## config.mk

```make
export PLATFORM = sky130hd
export DESIGN_NAME = smeter_piecewise_linear_map_flat
export DESIGN_NICKNAME = d
export VERILOG_FILES = /design/src/rtl/smpl_pkg.sv /design/src/rtl/smpl_in_if.sv /design/src/rtl/smpl_out_if.sv /design/src/rtl/smpl_front.sv /design/src/rtl/smpl_fifo.sv /design/src/rtl/smpl_back.sv /design/src/rtl/smeter_piecewise_linear_map.sv /design/src/flat_wrapper.sv
export SDC_FILE = /design/constraint.sdc
export NUM_CORES = 2
export LEC_CHECK = 0
export ABC_AREA = 1
export BUFFER_PORTS_ARGS = -buffer_cell sky130_fd_sc_hd__clkbuf_2
export CAP_MARGIN = 20
export CORE_MARGIN = 3
export CORE_UTILIZATION = 38
export DETAILED_ROUTE_END_ITERATION = 16
export PLACE_DENSITY = 0.57
export SYNTH_ARGS = -nofsm -noshare
export SYNTH_HDL_FRONTEND = slang
export SYNTH_SLANG_ARGS = --single-unit
```

## constraint.sdc

```tcl
create_clock -name i_clk -period 16.1 [get_ports i_clk]
set_input_delay 1.61 -clock i_clk [delete_from_list [all_inputs] [get_ports i_clk]]
set_output_delay 1.61 -clock i_clk [all_outputs]
set_load 0.02 [all_outputs]
```

## src/rtl/smpl_pkg.sv

```systemverilog
package smpl_pkg;

    localparam int NUM_MARKS = 7;
    localparam int QBITS     = 6;
    localparam int NUM_W     = 18;
    localparam int QDEPTH    = 4;
    localparam int QPTR_W    = $clog2(QDEPTH);

    localparam logic [11:0] SAT_MAX    = 12'hFFF;
    localparam logic [8:0]  BAR_LEFT   = 9'd8;
    localparam logic [8:0]  BAR_RIGHT  = 9'd311;
    localparam logic [8:0]  BAR_ORIGIN = 9'd9;

    typedef logic [NUM_MARKS-1:0][11:0] t_cal;
    typedef logic [NUM_MARKS-1:0][8:0]  t_cols;

    localparam t_cols MARK_COL = {9'd272, 9'd234, 9'd196, 9'd158, 9'd120, 9'd82, 9'd44};
    localparam t_cal  CAL_RESET = {12'd3584, 12'd3072, 12'd2560, 12'd2048,
                                   12'd1536, 12'd1024, 12'd512};

    // One segment lookup: column at the segment start, column rise, offset and span.
    typedef struct packed {
        logic [8:0]       base;
        logic [QBITS-1:0] dcol;
        logic [11:0]      delta;
        logic [11:0]      span;
    } t_seg;

    typedef struct packed {
        t_seg avg;
        t_seg pk;
    } t_pair;

    typedef struct packed {
        logic [NUM_W-1:0] rem;
        logic [QBITS-1:0] q;
        logic [11:0]      span;
        logic [8:0]       base;
    } t_div;

    function automatic logic [11:0] sat12(input logic [15:0] v);
        logic [11:0] r;
        r = (v > 16'(SAT_MAX)) ? SAT_MAX : v[11:0];
        return r;
    endfunction

    // The first breakpoint at or above the reading picks the segment, so the
    // downward sweep lets lower breakpoints win.
    function automatic t_seg classify(input logic [11:0] raw, input t_cal cal);
        t_seg s;
        s.base  = MARK_COL[NUM_MARKS-1];
        s.dcol  = QBITS'(BAR_RIGHT - MARK_COL[NUM_MARKS-1]);
        s.delta = raw - cal[NUM_MARKS-1];
        s.span  = SAT_MAX - cal[NUM_MARKS-1];
        for (int i = NUM_MARKS - 1; i >= 1; i--) begin
            if (raw <= cal[i]) begin
                s.base  = MARK_COL[i-1];
                s.dcol  = QBITS'(MARK_COL[i] - MARK_COL[i-1]);
                s.delta = raw - cal[i-1];
                s.span  = cal[i] - cal[i-1];
            end
        end
        if (raw <= cal[0]) begin
            s.base  = BAR_LEFT;
            s.dcol  = QBITS'(MARK_COL[0] - BAR_LEFT);
            s.delta = raw;
            s.span  = cal[0];
        end
        // A zero span only comes with a zero offset, which must give no rise.
        if (s.span == 12'd0) begin
            s.span = 12'd1;
        end
        return s;
    endfunction

endpackage

```

## src/rtl/smpl_in_if.sv

```systemverilog
interface smpl_in_if;
    import smpl_pkg::*;
    logic        valid;
    logic        ready;
    logic [15:0] average_reading;
    logic [15:0] peak_reading;

    modport source (output valid, output average_reading, output peak_reading, input ready);
    modport sink   (input valid, input average_reading, input peak_reading, output ready);
endinterface

```

## src/rtl/smpl_out_if.sv

```systemverilog
interface smpl_out_if;
    import smpl_pkg::*;
    logic       valid;
    logic       ready;
    logic [8:0] bar_width;
    logic [8:0] peak_column;

    modport source (output valid, output bar_width, output peak_column, input ready);
    modport sink   (input valid, input bar_width, input peak_column, output ready);
endinterface

```

## src/rtl/smpl_front.sv

```systemverilog
module smpl_front
    import smpl_pkg::*;
(
    input  logic         i_clk,
    input  logic         i_rst_n,
    input  t_cal         i_cal,
    smpl_in_if.sink      i_req,
    input  logic         i_full,
    output logic         o_push,
    output t_pair        o_pair
);

    logic  r_valid;
    t_pair r_pair;
    logic  w_take;

    assign o_push      = r_valid && !i_full;
    assign i_req.ready = !r_valid || !i_full;
    assign w_take      = i_req.valid && i_req.ready;
    assign o_pair      = r_pair;

    always_ff @(posedge i_clk) begin
        if (!i_rst_n) begin
            r_valid <= 1'b0;
        end else if (w_take) begin
            r_valid <= 1'b1;
        end else if (o_push) begin
            r_valid <= 1'b0;
        end
    end

    always_ff @(posedge i_clk) begin
        if (w_take) begin
            r_pair.avg <= classify(sat12(i_req.average_reading), i_cal);
            r_pair.pk  <= classify(sat12(i_req.peak_reading), i_cal);
        end
    end

endmodule

```

## src/rtl/smpl_fifo.sv

```systemverilog
module smpl_fifo
    import smpl_pkg::*;
(
    input  logic  i_clk,
    input  logic  i_rst_n,
    input  logic  i_push,
    input  t_pair i_data,
    output logic  o_full,
    output logic  o_valid,
    output t_pair o_data,
    input  logic  i_pop
);

    t_pair             r_mem [QDEPTH];
    logic [QPTR_W-1:0] r_wr;
    logic [QPTR_W-1:0] r_rd;
    logic [QPTR_W:0]   r_cnt;
    logic              w_push;
    logic              w_pop;

    assign o_full  = (r_cnt == (QPTR_W+1)'(QDEPTH));
    assign o_valid = (r_cnt != '0);
    assign o_data  = r_mem[r_rd];
    assign w_push  = i_push && !o_full;
    assign w_pop   = i_pop && o_valid;

    always_ff @(posedge i_clk) begin
        if (!i_rst_n) begin
            r_wr  <= '0;
            r_rd  <= '0;
            r_cnt <= '0;
        end else begin
            if (w_push) begin
                r_wr <= r_wr + 1'b1;
            end
            if (w_pop) begin
                r_rd <= r_rd + 1'b1;
            end
            if (w_push && !w_pop) begin
                r_cnt <= r_cnt + 1'b1;
            end else if (w_pop && !w_push) begin
                r_cnt <= r_cnt - 1'b1;
            end
        end
    end

    always_ff @(posedge i_clk) begin
        if (w_push) begin
            r_mem[r_wr] <= i_data;
        end
    end

endmodule

```

## src/rtl/smpl_back.sv

```systemverilog
module smpl_back
    import smpl_pkg::*;
(
    input  logic        i_clk,
    input  logic        i_rst_n,
    input  logic        i_valid,
    input  t_pair       i_pair,
    output logic        o_pop,
    smpl_out_if.source  o_res
);

    // Stage 0 holds the product, stages 1..QBITS each settle one quotient bit.
    t_div       r_st [2][QBITS+1];
    t_div       n_st [2][QBITS+1];
    logic [QBITS:0] r_v;
    logic       r_out_valid;
    logic [8:0] r_bar;
    logic [8:0] r_peak;
    logic       w_en;
    logic [8:0] w_col [2];
    t_seg       w_seg [2];

    assign w_en  = !r_out_valid || o_res.ready;
    assign o_pop = w_en && i_valid;

    assign w_seg[0] = i_pair.avg;
    assign w_seg[1] = i_pair.pk;

    always_comb begin
        logic [NUM_W-1:0] trial;
        logic [8:0]       col;
        for (int l = 0; l < 2; l++) begin
            n_st[l][0].rem  = NUM_W'({12'd0, w_seg[l].dcol} * {6'd0, w_seg[l].delta});
            n_st[l][0].q    = '0;
            n_st[l][0].span = w_seg[l].span;
            n_st[l][0].base = w_seg[l].base;
            for (int s = 1; s <= QBITS; s++) begin
                n_st[l][s] = r_st[l][s-1];
                trial = NUM_W'(r_st[l][s-1].span) << (QBITS - s);
                if (r_st[l][s-1].rem >= trial) begin
                    n_st[l][s].rem          = r_st[l][s-1].rem - trial;
                    n_st[l][s].q[QBITS - s] = 1'b1;
                end
            end
            col = r_st[l][QBITS].base + 9'(r_st[l][QBITS].q);
            w_col[l] = (col > BAR_RIGHT) ? BAR_RIGHT : col;
        end
    end

    always_ff @(posedge i_clk) begin
        if (!i_rst_n) begin
            r_v         <= '0;
            r_out_valid <= 1'b0;
        end else if (w_en) begin
            r_v         <= {r_v[QBITS-1:0], i_valid};
            r_out_valid <= r_v[QBITS];
        end
    end

    always_ff @(posedge i_clk) begin
        if (w_en) begin
            for (int l = 0; l < 2; l++) begin
                for (int s = 0; s <= QBITS; s++) begin
                    r_st[l][s] <= n_st[l][s];
                end
            end
            r_bar  <= (w_col[0] > BAR_ORIGIN) ? (w_col[0] - BAR_ORIGIN) : 9'd0;
            r_peak <= w_col[1];
        end
    end

    assign o_res.valid       = r_out_valid;
    assign o_res.bar_width   = r_bar;
    assign o_res.peak_column = r_peak;

endmodule

```

## src/rtl/smeter_piecewise_linear_map.sv

```systemverilog
// Signal meter column mapper.
// Requests arrive on i_req (valid/ready) carrying an average and a peak reading;
// each reading saturates at 4095 and maps through seven breakpoints onto the
// meter's pixel columns. Results leave on o_res as the bar width and the peak
// marker column, one result per request, in request order.
// The breakpoints are written over the APB port at byte addresses 0, 4, ... 24;
// the user must write them only while no request is in flight, as the block
// does not enforce this; pready is always high. Throughput is one request per
// cycle while o_res.ready stays high. From acceptance, a result passes a
// classify register, a four-entry queue, a multiply register, six one-bit
// divider stages and the output register on its way to o_res.valid.
// When the receiver stalls, the back pipeline holds its contents, the queue
// fills, and i_req.ready drops once the queue and the classify register are
// full. Reset empties the pipeline and the queue and restores the default
// breakpoints 512, 1024 ... 3584.
module smeter_piecewise_linear_map
    import smpl_pkg::*;
(
    input  logic         i_clk,
    input  logic         i_rst_n,
    input  logic         psel,
    input  logic         penable,
    input  logic         pwrite,
    input  logic [4:0]   paddr,
    input  logic [31:0]  pwdata,
    output logic [31:0]  prdata,
    output logic         pready,
    smpl_in_if.sink      i_req,
    smpl_out_if.source   o_res
);

    t_cal       r_cal;
    logic [2:0] w_idx;
    logic       w_full;
    logic       w_push;
    t_pair      w_front_pair;
    logic       w_q_valid;
    t_pair      w_q_pair;
    logic       w_pop;

    assign pready = 1'b1;
    assign w_idx  = paddr[4:2];
    assign prdata = (int'(w_idx) < NUM_MARKS) ? {20'd0, r_cal[w_idx]} : 32'd0;

    always_ff @(posedge i_clk) begin
        if (!i_rst_n) begin
            r_cal <= CAL_RESET;
        end else if (psel && penable && pwrite && pready && int'(w_idx) < NUM_MARKS) begin
            r_cal[w_idx] <= pwdata[11:0];
        end
    end

    smpl_front u_front (
        .i_clk   (i_clk),
        .i_rst_n (i_rst_n),
        .i_cal   (r_cal),
        .i_req   (i_req),
        .i_full  (w_full),
        .o_push  (w_push),
        .o_pair  (w_front_pair)
    );

    smpl_fifo u_fifo (
        .i_clk   (i_clk),
        .i_rst_n (i_rst_n),
        .i_push  (w_push),
        .i_data  (w_front_pair),
        .o_full  (w_full),
        .o_valid (w_q_valid),
        .o_data  (w_q_pair),
        .i_pop   (w_pop)
    );

    smpl_back u_back (
        .i_clk   (i_clk),
        .i_rst_n (i_rst_n),
        .i_valid (w_q_valid),
        .i_pair  (w_q_pair),
        .o_pop   (w_pop),
        .o_res   (o_res)
    );

endmodule

```

## src/flat_wrapper.sv

```systemverilog
// flat-port wrapper written by rule: the top's interface ports become plain ports
module smeter_piecewise_linear_map_flat import smpl_pkg::*;
  (i_clk, i_rst_n, psel, penable, pwrite, paddr, pwdata, prdata, pready, i_req_valid, i_req_average_reading, i_req_peak_reading, i_req_ready, o_res_valid, o_res_bar_width, o_res_peak_column, o_res_ready);
  smpl_in_if i_req_i ();
  smpl_out_if o_res_i ();
  input  logic i_clk;
  input  logic i_rst_n;
  input  logic psel;
  input  logic penable;
  input  logic pwrite;
  input  logic [4:0] paddr;
  input  logic [31:0] pwdata;
  output logic [31:0] prdata;
  output logic pready;
  input wire logic [$bits(i_req_i.valid)-1:0] i_req_valid;
  input wire logic [$bits(i_req_i.average_reading)-1:0] i_req_average_reading;
  input wire logic [$bits(i_req_i.peak_reading)-1:0] i_req_peak_reading;
  output wire logic [$bits(i_req_i.ready)-1:0] i_req_ready;
  output wire logic [$bits(o_res_i.valid)-1:0] o_res_valid;
  output wire logic [$bits(o_res_i.bar_width)-1:0] o_res_bar_width;
  output wire logic [$bits(o_res_i.peak_column)-1:0] o_res_peak_column;
  input wire logic [$bits(o_res_i.ready)-1:0] o_res_ready;
  assign i_req_i.valid = i_req_valid;
  assign i_req_i.average_reading = i_req_average_reading;
  assign i_req_i.peak_reading = i_req_peak_reading;
  assign i_req_ready = i_req_i.ready;
  assign o_res_valid = o_res_i.valid;
  assign o_res_bar_width = o_res_i.bar_width;
  assign o_res_peak_column = o_res_i.peak_column;
  assign o_res_i.ready = o_res_ready;
  smeter_piecewise_linear_map u_core (.i_clk(i_clk), .i_rst_n(i_rst_n), .psel(psel), .penable(penable), .pwrite(pwrite), .paddr(paddr), .pwdata(pwdata), .prdata(prdata), .pready(pready), .i_req(i_req_i), .o_res(o_res_i));
endmodule
```

======== Yosys cells after proc, flatten, opt, wreduce, memory -nomap -nowiden ========
Memories as Yosys holds them, arrays and structs flattened. A register that Yosys moved wholly into a read port is not among the register bits.
Cells that the tools add are included.
word-level totals
  register bits after elaboration ......... 196
  bits in writable memories ............... 930
  logic and storage cells ................. 182
  memories kept ........................... 2
memory list
  memory               words  width  read ports  clocked after Yosys merged registers in  wr ports  RTL line         RTL
  u_core.u_back.r_st   2      309    2           0                                        2         smpl_back.sv:13  t_div r_st [2][QBITS+1];
  u_core.u_fifo.r_mem  4      78     1           1                                        1         smpl_fifo.sv:14  t_pair r_mem [QDEPTH];
operators by class
  add/subtract/negate cells ............... 40
  $mul .................................... 2
  magnitude comparators ................... 34
  equality and inequality tests ........... 1
  multiplexer cells ....................... 57
  reduce and logical (&&, ||, !) cells .... 23
operators with widths
  operator              number
  $mux 39               16
  $sub 12x12->12        20
  $mux 18               10
  $le 12x12->1          14
  $bwmux 84             1
  $mux 12               5
  $mux 19               2
  $bmux 12 s3           1
  $demux 12 s3          1
  $ge 18x12->1          2
  $ge 18x13->1          2
  $ge 18x14->1          2
  $ge 18x15->1          2
  $ge 18x16->1          2
  $ge 18x17->1          2
  $mul 6x12->18         2
  $sub 18x12->18        2
  $sub 18x13->18        2
  $sub 18x14->18        2
  $sub 18x15->18        2
  $sub 18x16->18        2
  $sub 18x17->18        2
  $gt 16x12->1 const B  2
  $logic_not 12->1      2
  other kinds (21)      57

======== Longest topological paths before layout ========
  depth in word-level cells ............... 12
  gate-level depth with buffers ........... 27
  gate-level depth less buffers ........... 25

======== By module ========
From an unflattened synthesis, not the netlist that was laid out.
second synthesis, totals
  cells, all modules ...................... 7107
  area, all modules ....................... 64125.3 um2
modules (own cells, without submodules)
  module                       instances  cells an instance  area an instance (um2)  seq. area each (um2)
  smpl_back                    1          2887               30763.3                 16555.9
  smpl_front                   1          2661               16812.4                 2001.9
  smpl_fifo                    1          823                12056.6                 9549.2
  smeter_piecewise_linear_map  1          736                4493.1                  1681.6

======== Worst setup path before layout ========
No wires, ideal clock.
  kind .................................... input to register
  from .................................... input o_res_ready
  to ...................................... register u_core.u_back.r_bar[0] (netlist: u_core.u_back.o_res.bar_width[0]) (enable)
  library setup time ...................... 0.882 ns
  data arrival time ....................... 12.038 ns
  data required time ...................... 15.218 ns
  slack ................................... 3.181 ns
  stages on the path ...................... 2
  path buffers ............................ 0
  path through ............................ nor2_1 -> inv_1
between the ends
  cells in the longest elaborated chain, start to end .. 1
RTL lines
  item                    RTL line            RTL
  start: declaration      flat_wrapper.sv:22  input wire logic [$bits(o_res_i.ready)-1:0] o_res_ready;
  $logic_or 1x1->1        smpl_back.sv:23     assign w_en = !r_out_valid || o_res.ready;
  end signal: assignment  smpl_back.sv:67     r_bar <= (w_col[0] > BAR_ORIGIN) ? (w_col[0] - BAR_ORIGIN) : 9'd0;
  end: declaration        smpl_back.sv:17     logic [8:0] r_bar;
Every way passes these cells.
A chain may end at the register's enable or synchronous reset.

======== Worst setup path after layout ========
  from .................................... input i_req_peak_reading[15]
  to ...................................... register u_core.u_front.r_pair (netlist bit u_core.u_front.o_pair[0]), data pin
between the ends
  cells in the longest elaborated chain, start to end .. 12
  elaborated cells on any way between the ends .. 18
  those cells by class .................... order compare: 8; mux: 9; reduce/logical: 1
RTL lines
  item                  RTL line            RTL
  start: declaration    flat_wrapper.sv:17  input wire logic [$bits(i_req_i.peak_reading)-1:0] i_req_peak_reading;
  $gt 16x12->1 *        smpl_pkg.sv:43      r = (v > 16'(SAT_MAX)) ? SAT_MAX : v[11:0];
  $mux 12 *             smpl_pkg.sv:43
  $le 12x12->1          smpl_pkg.sv:56      if (raw <= cal[i]) begin
  $mux 39 (6 in a row)  smpl_pkg.sv:56
  $mux 39 *             smpl_pkg.sv:63      if (raw <= cal[0]) begin
  $mux 39 *             smpl_front.sv:33    if (w_take) begin
  $logic_not 12->1      smpl_pkg.sv:70      if (s.span == 12'd0) begin
  end: declaration      smpl_front.sv:14    t_pair r_pair;
Every way passes the cells marked *; elsewhere a longest branch is shown, timed or not. The select of a mux whose other input is x is not followed.

==> impl_summary.log <==
INFO  metric outcome = finished clean
INFO  metric power_density = 207 mW/mm^2
INFO  metric clkSlewWorstSetupHoldPaths = 0.06 ns
INFO  metric hold_path.class = reg -> reg
INFO  metric ctsLongestPathBuffers = 3
INFO  metric p_seq_share = 34.0%
INFO  metric grt_first_pass_wirelength = 246 mm
INFO  metric worst-path-buf-inv = 5
INFO  metric multi_input_combinational_cell_area = about 0.026 mm^2
INFO  metric first_global_vias = 42.1k
INFO  metric synth_to_layout_area_growth = 10.7%
INFO  metric overall_die_height = 397 um
INFO  metric numPortBuffers = 85
INFO  metric internal_power = a little over 0.008 W
INFO  metric cts_sinks = 964
INFO  metric synth_enable_flop_cells = 862
INFO  metric die_w = about 400 um
INFO  metric post-route-min-period = 6.62 ns
INFO  metric fillers = 14.5k
INFO  metric setup_skew = 0.0626 ns
INFO  metric synthArstFlopShare = 0%
INFO  metric clock_power_share = 19.1%
INFO  metric post_synth_instance_area = a little under 0.06 mm^2
INFO  metric synth.avg_cell_area = 9.31 um^2
INFO  metric cts_root_buf = sky130_fd_sc_hd__clkbuf_16
INFO  metric switching_share = 39.2%
INFO  metric clk-insertion-delay-late = 0.72 ns
INFO  metric most_frequent_cell_on_the_critical_path = sky130_fd_sc_hd__nand3_1
INFO  metric ant_nets = 0
INFO  metric via_per_inst = a little over 5
INFO  metric yosys.cell_types.count = 70
INFO  metric wl_per_cell = 19.2 um
INFO  metric slowest_stage = sky130_fd_sc_hd__nor2_1
INFO  metric floorplan.initialDensity = 38.5%
INFO  metric place_hpwl = around 120 mm
INFO  metric worstPathCellList = clkbuf_2 > nor4_1 > inv_1 > nor2_1 > ha_1 > inv_1 > fa_1 > nand3_1 > nand3_1 > nand3_1 > nand3_1 > nand2_2 > inv_4 > nand2_2 > inv_2 > nand3_1 > nand3_1 > nand2_1 > nand3_1 > nor2_1 > nand3_1 > nand2_1
INFO  metric drt_drc_violations_left = 0
INFO  metric grt_remaining_overflow = 0
INFO  metric boundaryPins = 129
INFO  metric critPathMaxStageDelay = 0.82 ns
INFO  metric synth_ff_type = sky130_fd_sc_hd__edfxtp_1
INFO  metric final.period_utilization = 41.1%
INFO  metric finalSetupTns = 0 ns
INFO  metric p_comb_share = 46.9%
INFO  metric tritoncts.num_buffers = ~110
INFO  metric worst-setup-path-type = in -> reg
INFO  metric timing.critical_path.required = 16.64 ns
INFO  metric fin_nets = between 6k and 7k
INFO  metric timing.critical_path.fanout_max = 31
INFO  metric critPathCaptureType = flip-flop
INFO  metric htree_depth = 3
INFO  metric post-cts-setup-buffers = 0
INFO  metric routed_wl = approximately 160 mm
INFO  metric ys_ff_latch = slightly below 1k
INFO  metric timing.final.hold_violations = 0
INFO  metric ys_warns = 0
INFO  metric net-switching-power = 0.00521 W
INFO  metric yosysSeqAreaShare = 48.1%
INFO  metric path_delay_family = simple AND/OR/NAND/NOR gates
INFO  metric grt_max_degree = 138
INFO  metric hold_buffers = 0
INFO  metric finalWeightedCongestion = a little over 1
INFO  metric num_rows = 142
INFO  metric antenna_found_initial = 5
INFO  metric critPathLaunchType = input port
INFO  metric tightest_slew = approximately 1.0 ns
INFO  metric critPathArrivalTime = 7.16 ns
INFO  metric final-seq-area = 0.0279 mm^2
INFO  metric timing.slew.headroom = 30.5%
INFO  metric finish.cell_count_without_fillers = 8440
INFO  metric worst_vdd_rail_ir_drop = 0.151 mV
INFO  metric track_usage = 20.2%
INFO  metric syn-instance-count = 6245
INFO  metric layout_commonest_cell = sky130_fd_sc_hd__nand2_1
INFO  metric detail_route.iter0.violations = 3495
INFO  metric maxClockFrequency = 151 MHz
INFO  metric drtPass1Iterations = 6
INFO  metric grt_setup_unrepaired = no
INFO  metric place.detailed.instances = between 8k and 9k
INFO  metric cap_violations = 0
INFO  metric leakage = approximately 27 nW
INFO  metric cts_tree = yes
INFO  metric die-area = 0.158 mm^2
INFO  metric design.core.area = 0.151 mm^2
INFO  metric timing.final.max_slew_violations = 0
INFO  metric cts.repair.resized = 0
INFO  metric most-common-layout-cells = 1213 x sky130_fd_sc_hd__nand2_1, 862 x sky130_fd_sc_hd__edfxtp_1, 761 x sky130_fd_sc_hd__inv_1, 572 x sky130_fd_sc_hd__a21oi_1
INFO  metric vias = 43.7k
INFO  metric drive_gt1_share = 6.39%
INFO  metric final_report_setup_violation_count = 0
## routing by layer
metal,wire length [um],global-route usage [%]
met5,13,0
met4,10100,10.9
met3,8190,2.83
met2,76700,34.6
met1,66800,24.6
## cell families (layout without fill, tap and decap cells)
logic type               count (synthesis)  in the layout  synth area share [%]
other                                    2             26                0.0129
XOR/XNOR                               289            289                  4.36
AO/OA/AOI/OAI                         1355           1355                  13.0
adder cells (fa/ha/maj)                524            524                  12.2
buffers and inverters                  942           1097                  6.53
AND/OR/NAND/NOR                       2169           2169                  15.9
flip-flops                             964            964                  48.1
## flip-flops by register name, indices dropped and copies added (netlist names), 2 cells and up, named ones only
signal / cells
u_core.u_front.o_pair: 66
u_core.u_fifo.r_wr: 2
u_core.u_fifo.r_cnt: 3
u_core.u_back.r_v: 7
u_core.r_cal: 84
u_core.u_back.r_st: 514
u_core.u_fifo.r_rd: 2
u_core.u_fifo.r_mem: 264
u_core.u_back.o_res.bar_width: 9
u_core.u_back.o_res.peak_column: 9
## cell type report
cell class / count / share of cell area, %
flip-flops and latches: 964 / 43.4
clock buffers: 134 / 4.34
well taps: 2016 / 3.92
repair buffers: 112 / 1.04
multi-input cells: 4358 / 41.2
diodes: 5 / 0.0195
inverters: 789 / 4.64
clock inverters: 62 / 1.40
## final timing paths
check,startpoint,slack [ns],end,cells after the start
setup / recovery,i_req_peak_reading[15],9.48,u_core.u_front.o_pair[0],22
hold / removal,u_core.u_back.r_st[0][136],0.38,u_core.u_back.r_st[0][91],0
setup reg to reg,flip-flop,9.79,u_core.u_back.r_st[1][307],23
hold reg to reg,u_core.u_back.r_st[0][136],0.38,u_core.u_back.r_st[0][91],0
## power by group through the flow
stage	logic (W)	clock network, W	registers, W
after floorplan	0.00493	0	0.00443
after global placement	0.00613	0	0.00456
after detailed placement	0.00625	0	0.00458
after CTS	0.00629	0.00260	0.00453
after global routing	0.00726	0.00270	0.00462
final	0.00623	0.00254	0.00452
## Yosys cell counts, types with 25 or more instances
library cell,count,area (um^2)
sky130_fd_sc_hd__buf_4,29,218
sky130_fd_sc_hd__edfxtp_1,862,25900
sky130_fd_sc_hd__nand4_1,68,425
sky130_fd_sc_hd__clkbuf_1,78,293
sky130_fd_sc_hd__a21oi_1,572,2860
sky130_fd_sc_hd__nand3_1,262,1310
sky130_fd_sc_hd__o21ai_0,453,2270
sky130_fd_sc_hd__a31oi_1,29,181
sky130_fd_sc_hd__o22ai_1,68,425
sky130_fd_sc_hd__inv_1,763,2860
sky130_fd_sc_hd__o211ai_1,35,263
sky130_fd_sc_hd__ha_1,453,5670
sky130_fd_sc_hd__o21ai_1,29,145
sky130_fd_sc_hd__buf_2,25,125
sky130_fd_sc_hd__dfxtp_1,102,2040
sky130_fd_sc_hd__nand2_1,1213,4550
sky130_fd_sc_hd__xnor2_1,121,1060
sky130_fd_sc_hd__fa_1,71,1420
sky130_fd_sc_hd__xor2_1,168,1470
sky130_fd_sc_hd__nor2_1,443,1660
sky130_fd_sc_hd__or2_2,48,300
sky130_fd_sc_hd__nor4_1,25,156
sky130_fd_sc_hd__nor3_1,28,140
## through the flow
stage	area (um^2)	total power, W	util (%)	setup WS (ns)	hold WS, ns
after global placement	60500	0.0107	40.1	8.69	0.401
after floorplan	58200	0.00936	-	3.18	0.400
after CTS	64200	0.0134	42.6	9.39	0.377
final	64300	0.0133	42.6	9.48	0.381
after detailed placement	60500	0.0108	40.1	8.67	0.405
after global routing	64300	0.0146	42.6	9.17	0.386
Power figures use the tool's default switching activity.
